File: config.mk
export PLATFORM = sky130hd
export DESIGN_NAME = dshot_frame_duty_encoder_flat
export DESIGN_NICKNAME = d
export VERILOG_FILES = /design/src/rtl/dfe_pkg.sv /design/src/rtl/dfe_req_if.sv /design/src/rtl/dfe_rsp_if.sv /design/src/rtl/dfe_front.sv /design/src/rtl/dfe_fifo.sv /design/src/rtl/dfe_back.sv /design/src/rtl/dshot_frame_duty_encoder.sv /design/src/flat_wrapper.sv
export SDC_FILE = /design/constraint.sdc
export NUM_CORES = 1
export LEC_CHECK = 0
export BUFFER_PORTS_ARGS = -buffer_cell sky130_fd_sc_hd__buf_2
export CORE_MARGIN = 4
export CORE_UTILIZATION = 54
export DETAILED_ROUTE_END_ITERATION = 8
export PLACE_DENSITY = 0.76
export SLEW_MARGIN = 20
export SYNTH_ARGS = -nofsm -noshare
export SYNTH_HDL_FRONTEND = slang
export SYNTH_HIERARCHICAL = 1
export SYNTH_SLANG_ARGS = --single-unit
File: constraint.sdc
create_clock -name clock -period 2.7 [get_ports clock]
set_input_delay 0.135 -clock clock [delete_from_list [all_inputs] [get_ports clock]]
set_output_delay 0.135 -clock clock [all_outputs]
set_load 0.1 [all_outputs]
File: src/rtl/dfe_pkg.sv
// Package for the frame duty encoder: shared constants, register indexes
// and the frame item carried from the front end to the serializer.
// No dependencies.
`default_nettype none

package dfe_pkg;

   localparam int CMD_WIDTH     = 10;
   localparam int CHAN_WIDTH    = 2;
   localparam int DUTY_WIDTH    = 8;
   localparam int VALUE_WIDTH   = 11;
   localparam int FRAME_BITS    = 16;
   localparam int SLOT_WIDTH    = 5;
   localparam int CSR_IDX_WIDTH = 1;

   localparam logic [CMD_WIDTH-1:0]   CMD_MAX    = 10'd1000;
   localparam logic [CMD_WIDTH-1:0]   CMD_SPAN   = 10'd999;
   localparam logic [VALUE_WIDTH-1:0] VALUE_BASE = 11'd48;

   // gap slot index follows the 16 bit slots
   localparam logic [SLOT_WIDTH-1:0] GAP_SLOT = 5'(FRAME_BITS);

   localparam logic [DUTY_WIDTH-1:0] ONE_DUTY_RESET  = 8'd180;
   localparam logic [DUTY_WIDTH-1:0] ZERO_DUTY_RESET = 8'd90;
   localparam logic [DUTY_WIDTH-1:0] GAP_DUTY        = 8'd0;

   typedef enum logic [CSR_IDX_WIDTH-1:0] {
      CSR_ONE_BIT_DUTY  = 1'b0,
      CSR_ZERO_BIT_DUTY = 1'b1
   } csr_index_type;

   typedef struct packed {
      logic [FRAME_BITS-1:0] frame;
      logic [CHAN_WIDTH-1:0] channel;
   } frame_item_type;

endpackage

`default_nettype wire

File: src/rtl/dfe_req_if.sv
// Command channel: valid/ready handshake with throttle and channel payload.
// Depends on dfe_pkg for field widths.
`default_nettype none

interface dfe_req_if;
   logic                          valid;
   logic                          ready;
   logic [dfe_pkg::CMD_WIDTH-1:0]  throttle_command;
   logic [dfe_pkg::CHAN_WIDTH-1:0] motor_channel;

   modport source (output valid, output throttle_command, output motor_channel, input ready);
   modport sink   (input valid, input throttle_command, input motor_channel, output ready);
endinterface

`default_nettype wire

File: src/rtl/dfe_rsp_if.sv
// Duty word channel: valid/ready handshake with duty, channel and last flag.
// Depends on dfe_pkg for field widths.
`default_nettype none

interface dfe_rsp_if;
   logic                          valid;
   logic                          ready;
   logic [dfe_pkg::DUTY_WIDTH-1:0] duty_word;
   logic [dfe_pkg::CHAN_WIDTH-1:0] out_channel;
   logic                          last_word;

   modport source (output valid, output duty_word, output out_channel, output last_word,
                   input ready);
   modport sink   (input valid, input duty_word, input out_channel, input last_word,
                   output ready);
endinterface

`default_nettype wire

File: src/rtl/dfe_front.sv
// Front end: accepts commands, saturates and scales the throttle, builds the
// 16-bit frame with checksum and holds it in one stage register.
// Depends on dfe_pkg and dfe_req_if.
`default_nettype none

module dfe_front (
   input  wire logic            clock,
   input  wire logic            reset,
   dfe_req_if.sink              req_bus,
   output logic                 push_valid,
   output dfe_pkg::frame_item_type push_item,
   input  wire logic            push_ready
);
   import dfe_pkg::*;

   logic                   stage_valid_ff, stage_valid_in;
   frame_item_type         stage_item_ff, stage_item_in;
   logic [CMD_WIDTH-1:0]   cmd_sat;
   logic [CMD_WIDTH-1:0]   cmd_less;
   logic [VALUE_WIDTH-1:0] value;
   logic [11:0]            packet;
   logic [3:0]             checksum;
   logic                   accept;

   assign req_bus.ready = !stage_valid_ff || push_ready;
   assign accept        = req_bus.valid && req_bus.ready;
   assign push_valid    = stage_valid_ff;
   assign push_item     = stage_item_ff;

   always_comb begin
      cmd_sat  = (req_bus.throttle_command > CMD_MAX) ? CMD_MAX : req_bus.throttle_command;
      cmd_less = cmd_sat - 10'd1;
      // (c-1)*1999/999 with c-1 <= 999 is 2*(c-1), plus one only at c-1 == 999
      if (cmd_sat == '0) begin
         value = '0;
      end else begin
         value = VALUE_BASE + {cmd_less, 1'b0} + VALUE_WIDTH'(cmd_less == CMD_SPAN);
      end
      packet   = {value, 1'b0};
      checksum = ~(packet[3:0] ^ packet[7:4] ^ packet[11:8]);

      stage_item_in  = stage_item_ff;
      stage_valid_in = stage_valid_ff;
      if (push_ready) begin
         stage_valid_in = 1'b0;
      end
      if (accept) begin
         stage_valid_in        = 1'b1;
         stage_item_in.frame   = {packet, checksum};
         stage_item_in.channel = req_bus.motor_channel;
      end
   end

   always_ff @(posedge clock) begin
      if (reset) begin
         stage_valid_ff <= 1'b0;
      end else begin
         stage_valid_ff <= stage_valid_in;
      end
      stage_item_ff <= stage_item_in;
   end

endmodule

`default_nettype wire

File: src/rtl/dfe_fifo.sv
// Small frame queue between front end and serializer.
// Depends on dfe_pkg for the frame item type.
`default_nettype none

module dfe_fifo #(
   parameter int DEPTH = 2
) (
   input  wire logic               clock,
   input  wire logic               reset,
   input  wire logic               push,
   input  wire dfe_pkg::frame_item_type push_item,
   output logic                    push_ready,
   input  wire logic               pop,
   output dfe_pkg::frame_item_type pop_item,
   output logic                    pop_valid
);
   import dfe_pkg::*;

   localparam int PTR_WIDTH = $clog2(DEPTH);
   localparam int CNT_WIDTH = $clog2(DEPTH + 1);
   localparam logic [PTR_WIDTH-1:0] LAST_PTR  = PTR_WIDTH'(DEPTH - 1);
   localparam logic [CNT_WIDTH-1:0] FULL_CNT  = CNT_WIDTH'(DEPTH);

   frame_item_type         entries_ff [DEPTH];
   logic [PTR_WIDTH-1:0]   wr_ptr_ff, wr_ptr_in;
   logic [PTR_WIDTH-1:0]   rd_ptr_ff, rd_ptr_in;
   logic [CNT_WIDTH-1:0]   count_ff, count_in;
   logic                   do_push;
   logic                   do_pop;

   assign push_ready = (count_ff != FULL_CNT);
   assign pop_valid  = (count_ff != '0);
   assign pop_item   = entries_ff[rd_ptr_ff];
   assign do_push    = push && push_ready;
   assign do_pop     = pop && pop_valid;

   always_comb begin
      wr_ptr_in = wr_ptr_ff;
      rd_ptr_in = rd_ptr_ff;
      count_in  = count_ff;
      if (do_push) begin
         wr_ptr_in = (wr_ptr_ff == LAST_PTR) ? '0 : wr_ptr_ff + 1'b1;
      end
      if (do_pop) begin
         rd_ptr_in = (rd_ptr_ff == LAST_PTR) ? '0 : rd_ptr_ff + 1'b1;
      end
      if (do_push && !do_pop) begin
         count_in = count_ff + 1'b1;
      end else if (do_pop && !do_push) begin
         count_in = count_ff - 1'b1;
      end
   end

   always_ff @(posedge clock) begin
      if (reset) begin
         wr_ptr_ff <= '0;
         rd_ptr_ff <= '0;
         count_ff  <= '0;
      end else begin
         wr_ptr_ff <= wr_ptr_in;
         rd_ptr_ff <= rd_ptr_in;
         count_ff  <= count_in;
      end
      if (do_push) begin
         entries_ff[wr_ptr_ff] <= push_item;
      end
   end

`ifndef SYNTHESIS
   a_count_bound: assert property (@(posedge clock) disable iff (reset)
      count_ff <= FULL_CNT)
      else $error("frame queue count over depth");

   a_no_pop_empty: assert property (@(posedge clock) disable iff (reset)
      pop |-> pop_valid)
      else $error("serializer popped an empty queue");
`endif

endmodule

`default_nettype wire

File: src/rtl/dfe_back.sv
// Serializer: pops frames from the queue and emits 16 bit-slot duty words
// plus a trailing gap word through an output register.
// Depends on dfe_pkg and dfe_rsp_if.
`default_nettype none

module dfe_back (
   input  wire logic               clock,
   input  wire logic               reset,
   input  wire logic               q_valid,
   input  wire dfe_pkg::frame_item_type q_item,
   output logic                    q_pop,
   input  wire logic [dfe_pkg::DUTY_WIDTH-1:0] one_duty,
   input  wire logic [dfe_pkg::DUTY_WIDTH-1:0] zero_duty,
   dfe_rsp_if.source               rsp_bus
);
   import dfe_pkg::*;

   logic                  active_ff, active_in;
   logic [FRAME_BITS-1:0] shift_ff, shift_in;
   logic [SLOT_WIDTH-1:0] slot_ff, slot_in;
   logic [CHAN_WIDTH-1:0] chan_ff, chan_in;
   logic                  rsp_valid_ff, rsp_valid_in;
   logic [DUTY_WIDTH-1:0] rsp_duty_ff, rsp_duty_in;
   logic [CHAN_WIDTH-1:0] rsp_chan_ff, rsp_chan_in;
   logic                  rsp_last_ff, rsp_last_in;
   logic                  advance;

   assign advance             = !rsp_valid_ff || rsp_bus.ready;
   assign rsp_bus.valid       = rsp_valid_ff;
   assign rsp_bus.duty_word   = rsp_duty_ff;
   assign rsp_bus.out_channel = rsp_chan_ff;
   assign rsp_bus.last_word   = rsp_last_ff;

   always_comb begin
      active_in    = active_ff;
      shift_in     = shift_ff;
      slot_in      = slot_ff;
      chan_in      = chan_ff;
      rsp_valid_in = rsp_valid_ff;
      rsp_duty_in  = rsp_duty_ff;
      rsp_chan_in  = rsp_chan_ff;
      rsp_last_in  = rsp_last_ff;
      q_pop        = 1'b0;

      if (advance) begin
         rsp_valid_in = 1'b0;
      end

      if (!active_ff) begin
         if (q_valid) begin
            q_pop     = 1'b1;
            active_in = 1'b1;
            shift_in  = q_item.frame;
            chan_in   = q_item.channel;
            slot_in   = '0;
         end
      end else if (advance) begin
         rsp_valid_in = 1'b1;
         rsp_chan_in  = chan_ff;
         if (slot_ff == GAP_SLOT) begin
            rsp_duty_in = GAP_DUTY;
            rsp_last_in = 1'b1;
            // load the next frame behind the gap word so frames run back to back
            if (q_valid) begin
               q_pop    = 1'b1;
               shift_in = q_item.frame;
               chan_in  = q_item.channel;
               slot_in  = '0;
            end else begin
               active_in = 1'b0;
            end
         end else begin
            rsp_duty_in = shift_ff[FRAME_BITS-1] ? one_duty : zero_duty;
            rsp_last_in = 1'b0;
            shift_in    = {shift_ff[FRAME_BITS-2:0], 1'b0};
            slot_in     = slot_ff + 1'b1;
         end
      end
   end

   always_ff @(posedge clock) begin
      if (reset) begin
         active_ff    <= 1'b0;
         slot_ff      <= '0;
         rsp_valid_ff <= 1'b0;
      end else begin
         active_ff    <= active_in;
         slot_ff      <= slot_in;
         rsp_valid_ff <= rsp_valid_in;
      end
      shift_ff    <= shift_in;
      chan_ff     <= chan_in;
      rsp_duty_ff <= rsp_duty_in;
      rsp_chan_ff <= rsp_chan_in;
      rsp_last_ff <= rsp_last_in;
   end

`ifndef SYNTHESIS
   a_slot_bound: assert property (@(posedge clock) disable iff (reset)
      slot_ff <= GAP_SLOT)
      else $error("slot counter past gap slot");

   a_idle_after_gap: assert property (@(posedge clock) disable iff (reset)
      (active_ff && advance && slot_ff == GAP_SLOT && !q_valid) |=> !active_ff)
      else $error("serializer still busy after gap word with empty queue");
`endif

endmodule

`default_nettype wire

File: src/rtl/dshot_frame_duty_encoder.sv
// DShot frame duty encoder, top level.
// req_bus (sink): one beat per throttle command with a motor channel. Commands
//    above 1000 saturate; the command is scaled to an 11-bit value, a zero
//    telemetry bit and a 4-bit checksum complete a 16-bit frame.
// rsp_bus (source): 17 beats per command: 16 bit-slot duty words, MSB first,
//    using the one/zero duty registers, then a gap word of 0 with last_word set.
// csr_*: plain write port; index 0 is the one-bit duty, index 1 the zero-bit
//    duty. Writes land at the clock edge where csr_write_enable is high.
// The first duty word passes the front-end stage register, the frame queue and
//    the serializer into the output register. The serializer emits one word per
//    cycle unless stalled; a new frame is loaded behind each gap word.
// The front end and a QUEUE_DEPTH frame queue keep accepting commands while the
//    serializer works, so up to QUEUE_DEPTH + 3 commands can be in flight,
//    counting one whose gap word still waits in the output register.
// Reset clears all control state and sets the duty registers to 180 and 90.
// When the receiver stalls, the output word holds; the serializer, then the
//    queue and the front end fill and req_bus.ready drops.
`default_nettype none

module dshot_frame_duty_encoder #(
   parameter int QUEUE_DEPTH = 2
) (
   input  wire logic clock,
   input  wire logic reset,
   dfe_req_if.sink   req_bus,
   dfe_rsp_if.source rsp_bus,
   input  wire logic csr_write_enable,
   input  wire logic [dfe_pkg::CSR_IDX_WIDTH-1:0] csr_index,
   input  wire logic [dfe_pkg::DUTY_WIDTH-1:0]    csr_write_data
);
   import dfe_pkg::*;

   logic [DUTY_WIDTH-1:0] one_duty_ff, one_duty_in;
   logic [DUTY_WIDTH-1:0] zero_duty_ff, zero_duty_in;
   logic                  push_valid;
   logic                  push_ready;
   frame_item_type        push_item;
   logic                  q_valid;
   logic                  q_pop;
   frame_item_type        q_item;

   always_comb begin
      one_duty_in  = one_duty_ff;
      zero_duty_in = zero_duty_ff;
      if (csr_write_enable) begin
         case (csr_index_type'(csr_index))
            CSR_ONE_BIT_DUTY:  one_duty_in  = csr_write_data;
            CSR_ZERO_BIT_DUTY: zero_duty_in = csr_write_data;
            default: begin
               one_duty_in  = one_duty_ff;
               zero_duty_in = zero_duty_ff;
            end
         endcase
      end
   end

   always_ff @(posedge clock) begin
      if (reset) begin
         one_duty_ff  <= ONE_DUTY_RESET;
         zero_duty_ff <= ZERO_DUTY_RESET;
      end else begin
         one_duty_ff  <= one_duty_in;
         zero_duty_ff <= zero_duty_in;
      end
   end

   dfe_front u_front (
      .clock      (clock),
      .reset      (reset),
      .req_bus    (req_bus),
      .push_valid (push_valid),
      .push_item  (push_item),
      .push_ready (push_ready)
   );

   dfe_fifo #(
      .DEPTH (QUEUE_DEPTH)
   ) u_fifo (
      .clock      (clock),
      .reset      (reset),
      .push       (push_valid),
      .push_item  (push_item),
      .push_ready (push_ready),
      .pop        (q_pop),
      .pop_item   (q_item),
      .pop_valid  (q_valid)
   );

   dfe_back u_back (
      .clock     (clock),
      .reset     (reset),
      .q_valid   (q_valid),
      .q_item    (q_item),
      .q_pop     (q_pop),
      .one_duty  (one_duty_ff),
      .zero_duty (zero_duty_ff),
      .rsp_bus   (rsp_bus)
   );

endmodule

`default_nettype wire
File: src/flat_wrapper.sv
// flat-port wrapper written by rule: the top's interface ports become plain ports
module dshot_frame_duty_encoder_flat import dfe_pkg::*;
#(
   parameter int QUEUE_DEPTH = 2
)
  (clock, reset, csr_write_enable, csr_index, csr_write_data, req_bus_valid, req_bus_throttle_command, req_bus_motor_channel, req_bus_ready, rsp_bus_valid, rsp_bus_duty_word, rsp_bus_out_channel, rsp_bus_last_word, rsp_bus_ready);
  dfe_req_if req_bus_i ();
  dfe_rsp_if rsp_bus_i ();
  input  wire logic clock;
  input  wire logic reset;
  input  wire logic csr_write_enable;
  input  wire logic [dfe_pkg::CSR_IDX_WIDTH-1:0] csr_index;
  input  wire logic [dfe_pkg::DUTY_WIDTH-1:0] csr_write_data;
  input wire logic [$bits(req_bus_i.valid)-1:0] req_bus_valid;
  input wire logic [$bits(req_bus_i.throttle_command)-1:0] req_bus_throttle_command;
  input wire logic [$bits(req_bus_i.motor_channel)-1:0] req_bus_motor_channel;
  output wire logic [$bits(req_bus_i.ready)-1:0] req_bus_ready;
  output wire logic [$bits(rsp_bus_i.valid)-1:0] rsp_bus_valid;
  output wire logic [$bits(rsp_bus_i.duty_word)-1:0] rsp_bus_duty_word;
  output wire logic [$bits(rsp_bus_i.out_channel)-1:0] rsp_bus_out_channel;
  output wire logic [$bits(rsp_bus_i.last_word)-1:0] rsp_bus_last_word;
  input wire logic [$bits(rsp_bus_i.ready)-1:0] rsp_bus_ready;
  assign req_bus_i.valid = req_bus_valid;
  assign req_bus_i.throttle_command = req_bus_throttle_command;
  assign req_bus_i.motor_channel = req_bus_motor_channel;
  assign req_bus_ready = req_bus_i.ready;
  assign rsp_bus_valid = rsp_bus_i.valid;
  assign rsp_bus_duty_word = rsp_bus_i.duty_word;
  assign rsp_bus_out_channel = rsp_bus_i.out_channel;
  assign rsp_bus_last_word = rsp_bus_i.last_word;
  assign rsp_bus_i.ready = rsp_bus_ready;
  dshot_frame_duty_encoder #(.QUEUE_DEPTH(QUEUE_DEPTH)) u_core (.clock(clock), .reset(reset), .req_bus(req_bus_i), .rsp_bus(rsp_bus_i), .csr_write_enable(csr_write_enable), .csr_index(csr_index), .csr_write_data(csr_write_data));
endmodule
==> out/qor.csv <==
metric;value;unit
die extent in x;105;um
Pint;3.27;mW
setup slack, reg-to-reg;240;ps
vias in the first global route;3049;
Syn. warnings;6;
total leakage power;2.09;nW
DR WL met3;262;um
fin nets;483;
CTS tree;yes;
outcome;complete, no violations;
Via-to-Cell Ratio;5.52;
Mapped Nets;435;
final WL;8830;um
layout cells sized above 1;0.219;
Inst Count DP;548;
Crit Path Class;reg -> reg;
WP data arrival;2770;ps
antenna violations before repair;0;
M1 WL;4120;um
Layout Cells excl Fill;567;
buffer count from post-CTS setup fixing;0;
H-tree depth;3;
clock skew;18.5;ps
Async S/R FF share, synth;0;
Tightest Pin Transition;843;ps
Initial Util;0.551;
Reg power frac;0.491;
DR WL/cell;15.6;um
first-pass GRT wire length;14900;um
Final Cycle Share;0.913;
drt pass-1 iters;4;
row count;35;
n_diodes;0;
Tmin final;2460;ps
routability cong.;0.896;
Filler Cells Inserted;713;
pwr/cell area;919;nW/um2
power share of the combinational group;0.323;
max cap viols;0;
Netlist cell types;54;
final hold vios;0;
Max IR drop VDD;0.000519;V
FF-to-FF Start;u_core/u_back/slot_ff[0]$_SDFFE_PP0P_;
Sw Pwr;1.90;mW
Top FF cell, synth;edfxtp_1;
worst-path fanout max;15;
number of synthesized flops with an enable pin;82;
worst path required time;3000;ps
DRT iter0 DRCs;124;
post-CTS sizing;0;
Mapped Avg Cell Area;12.6;um2
root buffer cell;clkbuf_8;
Slew headroom;0.437;
Syn Std Cell Area;5070;um2
num ports;39;
Worst-path clk slew;120;ps
hold worst-path end;u_core/zero_duty_ff[2]$_SDFFE_PP0P_;
largest net degree at the start of global routing;39;
Peak Freq;406;MHz
cell count of the worst reg-to-reg path;9;
Gate Count Post-Synth;403;
sequential share of the synthesized area;0.600;
DRC;0;
RSZ-0062 raised after global routing;no;
Sw Share;0.368;
number of CTS-inserted buffers;9;
Slew Viols, Final;0;
Worst R2R End;u_core/u_fifo/count_ff[1]$_SDFFE_PP0P_;
top layer used by detailed routing;met4;
post-layout util;0.611;
hold path depth;3;
Startpoint Class;flop;
kind of end point of the critical path;flop;
core area;9200;um2
CTS sink cnt;111;
Antenna Nets Post-Route;0;
PortBufs;38;
HPWL after detailed placement;6260;um
met2 WL;4320;um
Congestion Overflow GR;0;
die height;105;um
Final TNS setup;0;ps
number of setup violations in the final report;0;
Yosys reg bits;111;
clk_lat worst skew;370;ps
DR vias;3130;
clock share of power;0.187;
P&R area growth vs syn;10.9;%
HP Class;in -> reg;
GRT Overall Usage;0.168;
HP Start;csr_write_data[2];
clk buf depth;2;
full die area;11000;um2
synthesized netlist by cell type (2+ instances only):
master,instances,share of area
o21ai_1,6,0.0059
o221ai_1,2,0.0035
nor3_1,5,0.0049
nor2_2,2,0.0025
a211o_1,3,0.0052
ha_1,6,0.015
edfxtp_1,82,0.49
nand2_1,22,0.016
or3_1,3,0.0037
and3_1,8,0.0099
buf_2,8,0.0079
clkbuf_2,2,0.0020
or2_2,2,0.0025
or3_4,2,0.0044
nor2_1,35,0.026
nand4bb_1,3,0.0067
dfxtp_1,29,0.11
o31ai_1,2,0.0030
nand2b_1,14,0.017
a21oi_1,14,0.014
buf_4,3,0.0044
clkbuf_1,2,0.0015
and2_1,3,0.0037
xor2_1,9,0.016
o21ai_0,20,0.020
mux2i_1,34,0.067
inv_1,11,0.0081
mux2_2,18,0.040
buf_6,3,0.0067
xnor2_1,12,0.021
nand3b_1,4,0.0059
a21bo_1,3,0.0059
nand3_1,10,0.0099
flip-flops by register name, indices dropped and copies added, names as in the netlist, 2 cells and up, named ones only:
signal / cells
u_core/u_back/slot_ff: 5
u_core/u_back/rsp_bus.out_channel: 2
u_core/zero_duty_ff: 8
u_core/u_back/shift_ff: 16
u_core/u_front/push_item: 17
u_core/u_fifo/entries_ff: 36
u_core/one_duty_ff: 8
u_core/u_back/chan_ff: 2
u_core/u_back/rsp_bus.duty_word: 8
u_core/u_fifo/count_ff: 2
worst max-delay path by stage:
stage	start	to	slack (ps)
global route	u_core/u_back/slot_ff[0]$_SDFFE_PP0P_	u_core/u_fifo/count_ff[1]$_SDFFE_PP0P_	70
CTS	u_core/u_back/slot_ff[0]$_SDFFE_PP0P_	u_core/u_fifo/count_ff[1]$_SDFFE_PP0P_	220
floorplan	flop	u_core/u_fifo/count_ff[1]$_SDFFE_PP0P_	150
finish	u_core/u_back/slot_ff[0]$_SDFFE_PP0P_	u_core/u_fifo/count_ff[1]$_SDFFE_PP0P_	240
global placement	req_bus_throttle_command[5]	u_core/u_front/push_item[3]$_DFFE_PP_	170
detailed placement	req_bus_throttle_command[5]	u_core/u_front/push_item[3]$_DFFE_PP_	70
per-layer routing:
layer  up-vias  GRT usage
met5         -          0
met4         0     0.0553
met3        12     0.0235
met2        56      0.279
met1      1502      0.229
li1       1560          -
cell usage in the layout (no fill, tap or decap), types with 10 or more instances in the layout:
cell	netlist	routed
nand3_1	10	10
buf_4	3	15
mux2i_1	34	34
nor2_1	35	35
a21oi_1	14	14
buf_2	8	38
nand2_1	22	22
o21ai_0	20	20
mux2_2	18	18
edfxtp_1	82	82
dfxtp_1	29	28
inv_1	11	11
xnor2_1	12	12
nand2b_1	14	14
power by group through the flow:
stage | Combinational (mW) | Sequential, mW | Clock, mW
after floorplan | 1.03 | 2.85 | 0
after global placement | 1.61 | 2.56 | 0
after detailed placement | 1.67 | 2.57 | 0
after CTS | 1.67 | 2.54 | 0.981
after global routing | 1.82 | 2.58 | 1.07
final | 1.67 | 2.53 | 0.965
critical path: stages, from the launching register on:
cell and delay [ps]:
dfxtp_1 350, inv_1 80, ha_1 150, and4bb_4 370, nand2b_1 190, and3_1 210, o21ai_0 170, ha_1 370
or3_1 360, a21oi_1 160
cells by family (layout without fill, tap and decap cells):
logic type                 after synthesis  in the layout  share of synthesized area
buffers and inverters                   30             83                     0.0313
xor gates and xnor gates                21             21                     0.0363
muxes                                   52             52                      0.107
and+or+nand+nor                        123            123                      0.136
DFF                                    111            111                      0.600
other                                    1              1                   0.000739
AOI/OAI and AO/OA                       59             59                     0.0740
adders and majority gates                6              6                     0.0148
area by class of cell:
cell class | instances | area (um2) | area share
Clock buffer | 9 | 124 | 0.0220
Clock inverter | 7 | 71.3 | 0.0127
Inverter | 11 | 41.3 | 0.00734
Multi-Input combinational cell | 262 | 1870 | 0.333
Sequential cell | 111 | 3040 | 0.542
Tap cell | 111 | 139 | 0.0247
Timing Repair Buffer | 56 | 333 | 0.0592
what timing repair did:
action                                  4_1_cts  5_1_grt
hold buffers                                  3        0
endpoints found under the hold margin         3        0
endpoints found under the setup margin        0        0
stage by stage:
step	instance area (um2)	worst slack (ps)	hold WS [ps]	total power, mW
floorplan	5070	147	204	3.88
global placement	5400	175	316	4.17
detailed placement	5400	72.9	317	4.24
CTS	5620	225	1.16	5.19
global route	5620	65.1	21.3	5.47
finish	5620	235	21.3	5.16
(Power assumes the default switching activity.)
